`config.mk`:
```
export PLATFORM = sky130hd
export DESIGN_NAME = mtms_ram
export DESIGN_NICKNAME = d
export VERILOG_FILES = /design/src/rtl/midi_track_merge_sequencer_unit_defines.svh /design/src/rtl/mtms_ram.sv
export SDC_FILE = /design/constraint.sdc
export NUM_CORES = 2
export LEC_CHECK = 0
export ABC_AREA = 0
export BUFFER_PORTS_ARGS = -buffer_cell sky130_fd_sc_hd__buf_4
export CAP_MARGIN = 20
export CORE_MARGIN = 1
export CORE_UTILIZATION = 40
export DETAILED_ROUTE_END_ITERATION = 12
export SYNTH_ARGS = -nofsm -noshare
export SYNTH_HDL_FRONTEND = slang
export SYNTH_SLANG_ARGS = --single-unit
```
`constraint.sdc`:
```
create_clock -name clk -period 9.47 [get_ports clk]
set_input_delay 0.947 -clock clk [delete_from_list [all_inputs] [get_ports clk]]
set_output_delay 0.947 -clock clk [all_outputs]
set_load 0.005 [all_outputs]
```
`src/rtl/midi_track_merge_sequencer_unit_defines.svh`:
```
// ----------------------------------------------------------------------------
// midi track merge sequencer assertion macros
// shared concurrent check forms used by the top level
// ----------------------------------------------------------------------------
`ifndef MIDI_TRACK_MERGE_SEQUENCER_UNIT_DEFINES_SVH
`define MIDI_TRACK_MERGE_SEQUENCER_UNIT_DEFINES_SVH

// same-cycle implication, quiet during reset
`define MTMS_ASSERT_NOW(lbl, ante, cons) \
	lbl: assert property (@(posedge clk) disable iff (!arst_n) (ante) |-> (cons)) \
		else $error("mtms check failed");

// next-cycle implication, quiet during reset
`define MTMS_ASSERT_NEXT(lbl, ante, cons) \
	lbl: assert property (@(posedge clk) disable iff (!arst_n) (ante) |=> (cons)) \
		else $error("mtms check failed");

`endif

```
`src/rtl/mtms_ram.sv`:
```
// ----------------------------------------------------------------------------
// mtms_ram
// single port synchronous ram with registered read
// ----------------------------------------------------------------------------
module mtms_ram #(
	parameter int WIDTH = 32,
	parameter int DEPTH = 64
) (
	input  logic                     clk,
	input  logic                     we,
	input  logic [$clog2(DEPTH)-1:0] addr,
	input  logic [WIDTH-1:0]         wdata,
	output logic [WIDTH-1:0]         rdata
);

	logic [WIDTH-1:0] mem [DEPTH];

	// write and registered read
	always_ff @(posedge clk) begin
		if (we) begin
			mem[addr] <= wdata;
		end
		rdata <= mem[addr];
	end

endmodule

```
# Word level (Yosys, flattened, before mapping)
# Memories as Yosys holds them, arrays and structs flattened. A register that Yosys moved wholly into a read port is not among the register bits.
# Index checks and enable logic that the tools add are counted.
# word_totals
regBits	0
mem_bits_rw	2048
inputBits	40
out_inout_bits	32
wordCells	3
mem_count	1
# classes
mux	2
# mem_list
name	depth	word_bits	read_ports	rd_ports_with_merged_regs	wr	line	rtl
mem	64	32	1	1	1	mtms_ram.sv:16	logic [WIDTH-1:0] mem [DEPTH];
# ops
operator	n
$mux 1	2

# Longest topological paths before layout
# depth
word_depth	2
mapped_depth	13
depth_no_buf	6

# Worst setup path before layout
# OpenSTA, ideal clock, no wires.
# synth_timing
path_type	in2reg
from	input port addr[2]
to	memory mem[15][0] (enable)
setup_time_ns	0.421
t_arrival_ns	3.765
t_required_ns	9.049
slack_ns	5.284
stages	8
path_cell_list	buf_2 buf_2 buf_2 buf_2 buf_2 buf_2 nand3_1 nor2_1
# synth_rtl
item	line	rtl
from (decl)	mtms_ram.sv:11	input logic [$clog2(DEPTH)-1:0] addr,
to (decl)	mtms_ram.sv:16	
# No word-level cell before the write port.

==> run summary <==
Final Hold Vio Count - 0
critical path's most frequent cell - buf_4
Arrival @ worst endpoint - 4980 ps
post-route antenna net violation count - 0
RSZ-0062 raised after global routing - no
syn_nets - 4279
Max Cap Viol - 0
GRT overflow - 0
clk_skew - 58.00 ps
initial antenna violation count - 6
pwr dens - 214.4 nW/um^2
Max FO, Critical Path - 58
NumNets Final - 4394
P_leak - 28.65 nW
Final GP Congestion - 0.8569
core region area - 195400 um^2
number of cells on the critical path - 9
vias in the first global route - 41400
post-route DRC violation count - 0
clk buf depth - 3
clock latency on the worst-skew pair - 850 ps
critical path launch point type - primary input
Hold Path Class - flop to flop
vias per cell - 5.937
Top Ports - 72
Resize count post-CTS - 0
Cell Area, Synth - 78930 um^2
Tightest Pin Transition - 1139 ps
Iteration-0 DRC Markers - 5093
Final period util - 45.31%
number of synthesized flops with an enable pin - 2048
crit path cell chain - buf_8 > buf_4 > inv_1 > buf_4 > and3_1 > nor4_1 > a31oi_1 > a2111oi_0 > nand3_1
outcome - complete, no violations
Synth Warn # - 0
fmax - 233.0 MHz
port bufs - 71
layout cells sized above 1 - 18.36%
library cells used by synthesis - 56
Area Overhead vs Synth - 14.19%
Rel. slew slack - 23.87%
Max IR drop VDD - 0.1793 mV
crit path capture type - flop
detailed placement HPWL - 125700 um
GRT Overall Usage - 21.88%
Syn Area/Cell - 18.62 um^2
Slowest cell on crit path - a2111oi_0
H-tree depth - 4
launch point of the critical path - addr[2]
Post CTS Setup Buffer Count - 0
clk slew on worst S/H paths - 60 ps
Placed Cells - 6765
critical path required time - 10160 ps
worst setup path endpoint - rdata[28]$_DFF_P_
final instance area - 90130 um^2
R2R Setup Slk - 6840 ps
Via Count - 42510
CTS tree - done
Area contributors post-synth - edfxtp_1 (78%), mux2i_1 (3.3%), mux4_2 (2.7%), mux2_2 (2.1%), a221oi_1 (1.9%)
family with the most delay on the worst path - buffers and inverters
DR pass1 iterations - 6
post-layout min period - 4291 ps
largest net degree at the start of global routing - 124
final setup vio count - 0
Primary FF master, synth - edfxtp_1
post-synth top area share - 77.92%
Die Y - 446.2 um
clock sink count - 2080
die span in x - 446.2 um
cts bufs inserted - 206
hold buffers post-CTS - 0
routed len/inst - 30.65 um
FP Rows - 162
Yosys reg bits - 2080
clock root buffer - clkbuf_16
Worst R2R End - rdata[7]$_DFF_P_
Routed Wire Length - 219500 um
Sum Neg Setup Slack - 0 ps
CP Class - primary input to flop
Worst path max stage delay - 960 ps
Finished Layout Cells - 7161
Placed Area - 83270 um^2
initial core utilization - 40.39%
die area - 199100 um^2
Slew Viols, Final - 0
ys async rst share - 0%
Post-Syn Instances - 4239
first-pass GRT wire length - 312400 um
Crit path buffers/inverters - 4
path depth of the worst reg2reg path - 5
Seq/Total Area, Yosys - 78.73%
post-synth top area cell - edfxtp_1
r2r startpoint - mem[22][7]$_DFFE_PP_
[through the flow]
stage          total power [mW]  setup slack, ps  utilization (%)  hold slack (ps)
2_1_floorplan             10.90             5284                -            563.9
3_3_place_gp              11.42             3528            42.46            589.6
3_5_place_dp              11.44             4312            42.61            589.8
4_1_cts                   19.43             5210            46.05            605.6
5_1_grt                   19.83             5106            46.12            653.3
6_report                  19.33             5179            46.13            617.2
[where the power goes]
| group | internal, mW | switching (mW) |
|---|---|---|
| Sequential | 10.2 | 0.0561 |
| Combinational | 0.301 | 0.690 |
| Clock | 4.61 | 3.47 |
| Total | 15.1 | 4.22 |
[cell usage in the layout, fill, tap and decap left out, types with 17 or more instances in the layout]
master / Yosys / routed
a211oi_1: 17 / 17
a21oi_1: 121 / 121
a221oi_1: 175 / 175
a22o_1: 66 / 66
a22oi_1: 188 / 188
a31oi_1: 43 / 43
and3_1: 85 / 85
buf_4: 8 / 174
clkbuf_1: 168 / 50
clkbuf_16: 0 / 206
clkbuf_8: 0 / 20
clkinv_1: 0 / 43
clkinv_2: 0 / 29
dfxtp_1: 32 / 32
edfxtp_1: 2048 / 2048
mux2_2: 147 / 147
mux2i_1: 259 / 259
mux4_2: 96 / 96
nand2_1: 28 / 27
nand3_1: 54 / 53
nor2_1: 145 / 76
nor2_4: 0 / 67
nor3_1: 22 / 19
o21ai_0: 84 / 84
o22a_1: 70 / 70
o22ai_1: 93 / 93
[layer usage]
metal | GRT usage, % | vias to the layer above | share of wire (%)
met4 | 7.511 | 2 | 3.4
met3 | 3.123 | 345 | 7.6
li1 | - | 17890 | -
met5 | 0 | - | 0.0041
met2 | 34.75 | 1996 | 47
met1 | 30.87 | 22280 | 41
[state kept, by name, indices dropped and copies added (netlist names)]
signal  cells
rdata      32
mem      2048
[layout make-up]
cell class / instances / area [um^2]
multi-input combinational: 1859 / 16070
clock inverter: 110 / 1101
timing repair buffer: 205 / 1889
antenna: 5 / 12.51
sequential: 2080 / 62140
inverter: 2 / 15.01
clock buffer: 276 / 5618
fill: 16490 / 105300
tap: 2624 / 3283
[synth_stat cells (66+ instances only)]
| master | n |
|---|---|
| a21oi_1 | 121 |
| a221oi_1 | 175 |
| a22o_1 | 66 |
| a22oi_1 | 188 |
| and3_1 | 85 |
| buf_2 | 83 |
| clkbuf_1 | 168 |
| edfxtp_1 | 2048 |
| mux2_2 | 147 |
| mux2i_1 | 259 |
| mux4_2 | 96 |
| nor2_1 | 145 |
| o21ai_0 | 84 |
| o22a_1 | 70 |
| o22ai_1 | 93 |
[worst reg2reg max path, stage by stage, from the launching register on]
cell      delay (ps)
edfxtp_1         380
mux4_2           510
mux2i_1          220
nor2_1            90
or4b_1           630
or4_1            650
[cells by family after synthesis]
logic type / Yosys count / synth area share, %
buf+inv: 300 / 1.682
compound gates: 933 / 8.662
simple gates: 424 / 2.806
mux: 502 / 8.121
flops: 2080 / 78.73
[worst min-delay path by stage]
stage	startpoint	to	cells after the start
CTS	mem[32][19]$_DFFE_PP_	rdata[19]$_DFF_P_	3
global placement	mem[32][19]$_DFFE_PP_	rdata[19]$_DFF_P_	3
floorplan	mem[28][10]$_DFFE_PP_	rdata[10]$_DFF_P_	4
global route	mem[32][11]$_DFFE_PP_	rdata[11]$_DFF_P_	3
finish	mem[32][19]$_DFFE_PP_	rdata[19]$_DFF_P_	3
detailed placement	mem[32][19]$_DFFE_PP_	rdata[19]$_DFF_P_	3
(Power assumes the default switching activity.)
