===== src/rtl/midi_track_merge_sequencer_unit_defines.svh =====
// ----------------------------------------------------------------------------
// midi track merge sequencer assertion macros
// shared concurrent check forms used by the top level
// ----------------------------------------------------------------------------
`ifndef MIDI_TRACK_MERGE_SEQUENCER_UNIT_DEFINES_SVH
`define MIDI_TRACK_MERGE_SEQUENCER_UNIT_DEFINES_SVH

// same-cycle implication, quiet during reset
`define MTMS_ASSERT_NOW(lbl, ante, cons) \
	lbl: assert property (@(posedge clk) disable iff (!arst_n) (ante) |-> (cons)) \
		else $error("mtms check failed");

// next-cycle implication, quiet during reset
`define MTMS_ASSERT_NEXT(lbl, ante, cons) \
	lbl: assert property (@(posedge clk) disable iff (!arst_n) (ante) |=> (cons)) \
		else $error("mtms check failed");

`endif


===== src/rtl/mtms_pkg.sv =====
// ----------------------------------------------------------------------------
// mtms_pkg
// types and constants shared by the track merge sequencer modules
// ----------------------------------------------------------------------------
package mtms_pkg;

	localparam int MAX_TRACK_SLOTS = 64;
	localparam int TRACK_W         = 6;
	localparam int HEAD_W          = 45;
	localparam int TICK_W          = 32;
	localparam int PROD_W          = 56;

	localparam logic [23:0] DEFAULT_BEAT_US = 24'd500000;
	localparam logic [15:0] DEFAULT_TPQ     = 16'd96;
	localparam logic [6:0]  MAX_TRACKS_7    = 7'd64;

	// input event kinds
	localparam logic [2:0] EV_NOTE_ON  = 3'd0;
	localparam logic [2:0] EV_NOTE_OFF = 3'd1;
	localparam logic [2:0] EV_PROGRAM  = 3'd2;
	localparam logic [2:0] EV_TEMPO    = 3'd3;
	localparam logic [2:0] EV_END      = 3'd4;

	// result kinds
	localparam logic [2:0] OUT_NOTE_ON  = 3'd0;
	localparam logic [2:0] OUT_NOTE_OFF = 3'd1;
	localparam logic [2:0] OUT_PROGRAM  = 3'd2;
	localparam logic [2:0] OUT_END      = 3'd3;
	localparam logic [2:0] OUT_FETCH    = 3'd4;

	// configuration register indexes
	localparam logic REG_TPQ    = 1'b0;
	localparam logic REG_TRACKS = 1'b1;

	typedef enum logic [2:0] {
		S_IDLE,
		S_LOAD,
		S_CHECK,
		S_SCAN,
		S_MUL,
		S_DIV,
		S_TAIL
	} mtms_state_t;

	// head event fields
	typedef struct packed {
		logic [23:0] tempo;
		logic [6:0]  p2;
		logic [6:0]  p1;
		logic [3:0]  ch;
		logic [2:0]  kind;
	} mtms_head_t;

	// divider control
	typedef struct packed {
		logic        start;
		logic [15:0] divisor;
	} mtms_div_ctl_t;

endpackage


===== src/rtl/mtms_div.sv =====
// ----------------------------------------------------------------------------
// mtms_div
// restoring divider, one quotient bit per cycle over the product width
// ----------------------------------------------------------------------------
module mtms_div import mtms_pkg::*; (
	input  logic                clk,
	input  logic                arst_n,
	input  mtms_div_ctl_t       ctl,
	input  logic [PROD_W-1:0]   dividend,
	output logic                busy,
	output logic                done,
	output logic [31:0]         quotient
);

	localparam int CNT_W = $clog2(PROD_W + 1);

	logic [16:0]       rem_q;
	logic [PROD_W-1:0] quo_q;
	logic [CNT_W-1:0]  cnt_q;
	logic [15:0]       div_q;
	logic              done_q;
	logic [16:0]       trial;
	logic              fits;

	// one trial subtraction per step
	always_comb begin
		trial = {rem_q[15:0], quo_q[PROD_W-1]};
		fits  = trial >= {1'b0, div_q};
	end

	// iteration control
	always_ff @(posedge clk or negedge arst_n) begin
		if (!arst_n) begin
			cnt_q  <= '0;
			done_q <= 1'b0;
		end else begin
			done_q <= 1'b0;
			if (ctl.start) begin
				cnt_q <= CNT_W'(PROD_W);
			end else if (cnt_q != '0) begin
				cnt_q <= cnt_q - 1'b1;
				if (cnt_q == CNT_W'(1)) begin
					done_q <= 1'b1;
				end
			end
		end
	end

	// datapath
	always_ff @(posedge clk) begin
		if (ctl.start) begin
			rem_q <= '0;
			quo_q <= dividend;
			div_q <= ctl.divisor;
		end else if (cnt_q != '0) begin
			rem_q <= fits ? (trial - {1'b0, div_q}) : trial;
			quo_q <= {quo_q[PROD_W-2:0], fits};
		end
	end

	assign busy     = cnt_q != '0;
	assign done     = done_q;
	assign quotient = quo_q[31:0];

endmodule


===== config.mk =====
export PLATFORM = sky130hd
export DESIGN_NAME = mtms_div
export DESIGN_NICKNAME = d
export VERILOG_FILES = /design/src/rtl/midi_track_merge_sequencer_unit_defines.svh /design/src/rtl/mtms_pkg.sv /design/src/rtl/mtms_div.sv
export SDC_FILE = /design/constraint.sdc
export NUM_CORES = 1
export LEC_CHECK = 0
export BUFFER_PORTS_ARGS = -buffer_cell sky130_fd_sc_hd__buf_2
export CAP_MARGIN = 20
export CORE_ASPECT_RATIO = 0.7
export CORE_MARGIN = 4
export CORE_UTILIZATION = 55
export DETAILED_ROUTE_END_ITERATION = 8
export GPL_ROUTABILITY_DRIVEN = 0
export PLACE_DENSITY = 0.81
export SYNTH_ARGS = -nofsm -noshare
export SYNTH_HDL_FRONTEND = slang
export SYNTH_SLANG_ARGS = --single-unit

===== constraint.sdc =====
create_clock -name clk -period 5.6 [get_ports clk]
set_input_delay 0 -clock clk [delete_from_list [all_inputs] [get_ports clk]]
set_output_delay 0 -clock clk [all_outputs]
set_load 0.005 [all_outputs]

* Word level (Yosys, flattened, before mapping)
Index checks and enable logic that the tools add are counted. Widths: inputs -> output; s select.
Storage, ports and cells: register bits after elaboration 95, latch bits 0, bits of input ports 75, output and inout bits 34, ROM bits 0, memory bits (writable) 0, logic and storage cells 19, memories 0
Operators by class: eq/ne operators 1, div/mod/pow operators 0, shift operators 0, muxes and demuxes 8, multipliers 0, bitwise logic cells 0, reduce and logical (&&, ||, !) cells 2, magnitude comparators 1, add/subtract/negate cells 2
Operators by type and width (number):
- $mux 56 | 2
- $ge 17x16->1 | 1
- $mux 16 | 1
- $sub 16x16->16 | 1
- $mux 6 | 2
- $eq 6x1->1 const B | 1
- $reduce_bool 6->1 | 1
- $sub 6x1->6 const B | 1
- $mux 1 | 3
- $reduce_bool 2->1 | 1

* Depth between registers and ports, before layout
word-level depth 4, depth in mapped cells 10, depth with buffers taken out 9

* Worst setup path after synthesis
No wires, ideal clock.
kind reg-to-reg, start register cnt_q[0], end register quo_q[0] (enable), slack 2957 ps, data required time 5189 ps, library setup time 411 ps, stages on the path, launching flop included 7, data arrival time 2233 ps, path buffers 2, period minus slack after synthesis 2643 ps, path through dfrtp_1 inv_1 ha_1 clkbuf_1 and2_1 clkbuf_1 inv_1
On the way: longest elaborated chain between the ends 2
RTL lines:
- from (decl) | RTL line mtms_div.sv:19 | logic [CNT_W-1:0] cnt_q;
- from (signal assigned) | RTL line mtms_div.sv:39 | cnt_q <= CNT_W'(PROD_W);
- from (signal assigned) | RTL line mtms_div.sv:41 | cnt_q <= cnt_q - 1'b1;
- $reduce_bool 6->1 | RTL line mtms_div.sv:55 | end else if (cnt_q != '0) begin
- $reduce_bool 2->1 (no source line)
- to (signal assigned) | RTL line mtms_div.sv:53 | quo_q <= dividend;
- to (signal assigned) | RTL line mtms_div.sv:57 | quo_q <= {quo_q[PROD_W-2:0], fits};
- to (decl) | RTL line mtms_div.sv:18 | logic [PROD_W-1:0] quo_q;
No other way between the ends. A chain may end at the register's enable or synchronous reset.

* Worst setup path in the final report
start register div_q[14], end register rem_q[12]
On the way: longest elaborated chain between the ends 2
RTL lines:
- from (decl) | RTL line mtms_div.sv:20 | logic [15:0] div_q;
- from (signal assigned) | RTL line mtms_div.sv:54 | div_q <= ctl.divisor;
- $ge 17x16->1 | RTL line mtms_div.sv:28 | fits = trial >= {1'b0, div_q};
- $mux 16 | RTL line mtms_div.sv:56 | rem_q <= fits ? (trial - {1'b0, div_q}) : trial;
- to (signal assigned) | RTL line mtms_div.sv:56
- to (decl) | RTL line mtms_div.sv:17 | logic [16:0] rem_q;
No other way between the ends.

==> results.tsv <==
stage	metric	value	unit
synthesis	synth_mux_area_frac	0.1431	
setup_path	reg2reg_slack	2780	ps
synthesis	synth_cells	391	
timing	worstMarginPinSlew	941.2	ps
cts	cts_resized	0	
die	io_pins	109	
die	initial_utilization	0.5719	
global_routing	grt_max_degree	58	
synthesis	synth_cell_types	53	
synthesis	synth-simple-area-share	0.06348	
timing	min_period_over_period	0.5035	
synthesis	synth_top_family_by_area	multiplexers	
setup_path	path_max_fanout	21	
setup_path	critPathKind	register to register	
timing	rsz0062_at_grt	false	
synthesis	synthDominantAreaCellType	edfxtp_1	
die	rows	28	
cells_and_area	drive_gt1_frac	0.3358	
run	cap_violations	0	
global_routing	grt_antenna_before_repair	0	
global_routing	grt_pass1_wl	17700	um
pwr	p_total	0.001638	W
route	post-route-drc-count	0	
cts	clock-root-buffer	clkbuf_16	
setup_path	cp_num_cells	8	
synthesis	ys_warn_count	0	
route	viasPerCell	5.273	
min_path	hp-class	input pin to async pin	
cells_and_area	final_core_util	0.7362	
synthesis	synthAdderAreaFrac	0.05017	
pwr	p_int	0.001260	W
setup_path	rr_endpoint	rem_q[12]	
route	wire_per_inst	16.16	um
synthesis	synth_nets	485	
timing	fin_crit	2820	ps
pwr	switchingPower	0.0003780	W
synthesis	synth-seq-area-share	0.5436	
pwr	switching_share	0.2308	
synthesis	synthArstFlopShare	0.07368	
pwr	pwr-share-seq	0.518	
cts	clockBufferDepth	2	
setup_path	crit_chain	inv_1 -> ha_1 -> a21o_1 -> a211oi_1 -> o41a_1 -> a41o_1 -> nand2b_1 -> o21ai_1	
synthesis	yosysMostFrequentCell	edfxtp_1	
placed_design	dp_hpwl	6694	um
die	die_w	120.7	um
pwr	p_per_area	260.2	nW/um^2
setup_path	slowest_stage	a41o_1	
cts	clock_sinks	95	
cells_and_area	area_delta_synth_final	28.74	%
synthesis	synth_common_cells	edfxtp_1 (72), mux2_2 (55), buf_4 (32)	
cts	htreeDepth	3	
setup_path	cp_num_buf_inv	1	
die	dieArea	10480	sq um
timing	clock_skew	8.071	ps
setup_path	crit_family	compound AO/OA/AOI/OAI gates	
setup_path	endpoint_kind	register	
timing	tns	0	ps
setup_path	startpoint_type	register	
die	core_area	8548	sq um
timing	hold_viol	0	
global_routing	grt_pass1_vias	3613	
global_routing	track_usage	0.2169	
timing	postLayoutSetupSlackWorst	2780	ps
synthesis	synthTopCellsByArea	edfxtp_1 (44%), mux2_2 (13%), dfxtp_1 (6.6%), buf_4 (4.9%), ha_1 (4.6%)	
setup_path	reg2reg_from	div_q[14]	
placed_design	pre_cts_slack	2836	ps
timing	slew_violations	0	
synthesis	yosys.area.top_type_share	0.4423	
run_status	status	finished clean	
setup_path	slowest_delay	780	ps
pwr	p_leak	2.712	nW
synthesis	synth_compound_area_frac	0.09470	
die	fp.dieH	86.88	um
timing	slew_headroom	0.3725	
cts	cts_buffers	9	
synthesis	synth_xor_area_frac	0.02508	
pwr	vdd_drop_max	0.1850	mV
route	vias	3512	
route	drt_iter0_markers	259	
route	ant_nets	0	
route	wirelength	10760	um
cts	cts_tree	done	
cts	clk_pin_slew	70	ps
setup_path	required	5820	ps
timing	fmax	354.6	MHz
placed_design	io_buffers	108	
setup_path	cp_data_arrival_time	3040	ps
synthesis	ys_ff_latch	95	
synthesis	synth_enable_flop_cells	72	
synthesis	avgSynthCellArea	12.50	sq um
global_routing	grt_overflow_total	0	
setup_path	rr_worst_depth	8	
route	dr.pass1.iters	6	
setup_path	setup.worst_path.end	rem_q[12]	
synthesis	ys.flop_type	edfxtp_1	
cts	clk_latency	340	ps
timing	setup_viol	0	
pwr	power_frac_comb	0.142	
cells_and_area	nNetsFinal	634	
cts	cts_setup_buffers	0	
setup_path	worstSetupStartpoint	div_q[14]	
synthesis	netlist_area	4888	sq um
pwr	p_clk_frac	0.340	
final cells by class:
cell class,count,area (sq um)
fillers,577,2255
clock buffers,11,232.7
multi-input cells,228,1841
diodes,1,2.502
repair buffers,183,1289
clock inverters,5,35.03
flip-flops and latches,95,2658
well taps,120,150.1
inverters,23,86.33
per-layer routing:
layer | GRT usage | part of all wire | routed length (um)
met1 | 0.2734 | 0.44 | 4692
met2 | 0.3654 | 0.49 | 5271
met3 | 0.05065 | 0.050 | 534
met4 | 0.08848 | 0.024 | 263
met5 | 0 | 0 | 0
layout by cell type, fill, tap and decap left out, types with 2 or more instances in the layout:
cell type      synthesis  routed
dfrtp_1                7       7
a32oi_1                7       7
nand2_1               21      21
a31oi_1                4       4
nor3_1                 3       3
xnor2_1               11      11
buf_4                 32       3
clkbuf_16              0       9
o21ai_0               11      11
nand3_1                6       6
nand2b_1               6       6
o21ai_1                7       7
edfxtp_1              72      72
mux2_2                55      55
o21a_1                 2       2
a21oi_1               15      15
clkbuf_1               9       2
inv_1                 23      22
dfxtp_1               16      16
o41ai_1                2       2
dlygate4sd3_1          0      73
o31ai_1                2       2
clkinvlp_4             0       4
and2_1                 2       2
buf_2                  0     107
nor2_1                14      14
nor2b_1                3       3
mux2i_1                8       8
or3_1                  3       3
ha_1                  18      18
xor2_1                 3       3
a21o_1                 2       2
repair_timing:
| item | 4_1_cts | 5_1_grt |
|---|---|---|
| setup endpoints to repair | 0 | 0 |
| hold endpoints to repair | 79 | 0 |
| hold buffers | 73 | 0 |
worst min-delay path by stage:
stage / endpoint / from / depth (start not counted) / slack, ps
2_1_floorplan: cnt_q[0] / arst_n / 0 / -300
3_3_place_gp: cnt_q[0] / arst_n / 1 / -160
3_5_place_dp: cnt_q[5] / arst_n / 1 / -150
4_1_cts: cnt_q[5] / arst_n / 2 / 40
5_1_grt: cnt_q[5] / arst_n / 2 / 60
6_report: cnt_q[5] / arst_n / 2 / 50
sequential cells by signal, summed over array words and instances (netlist names):
signal,count
done,1
quo_q,56
div_q,16
rem_q,16
cnt_q,6
cells by family after synthesis:
group,after synthesis
multiplexers,63
buffers and inverters,68
AND/OR/NAND/NOR,63
adder cells (fa/ha/maj),19
XOR/XNOR,14
AO/OA/AOI/OAI,69
flip-flops,95
metrics by stage:
| step | cells | instance area (sq um) | hold slack (ps) |
|---|---|---|---|
| CTS | 665 | 6291 | 43.46 |
| global placement | 576 | 5293 | -158.4 |
| finish | 666 | 6294 | 53.63 |
| detailed placement | 576 | 5293 | -152.6 |
| floorplan | 391 | 4888 | -295.6 |
| global route | 665 | 6291 | 62.80 |
power by group through the flow:
stage                     Combinational [W]  Sequential, W  Clock (W)
after floorplan                    0.000149       0.000854          0
after global placement             0.000182       0.000860          0
after detailed placement           0.000189       0.000862          0
after CTS                          0.000229       0.000848   0.000568
after global routing               0.000257       0.000855   0.000602
final                              0.000233       0.000848   0.000556
No activity file was read; power rests on OpenSTA's default activity.
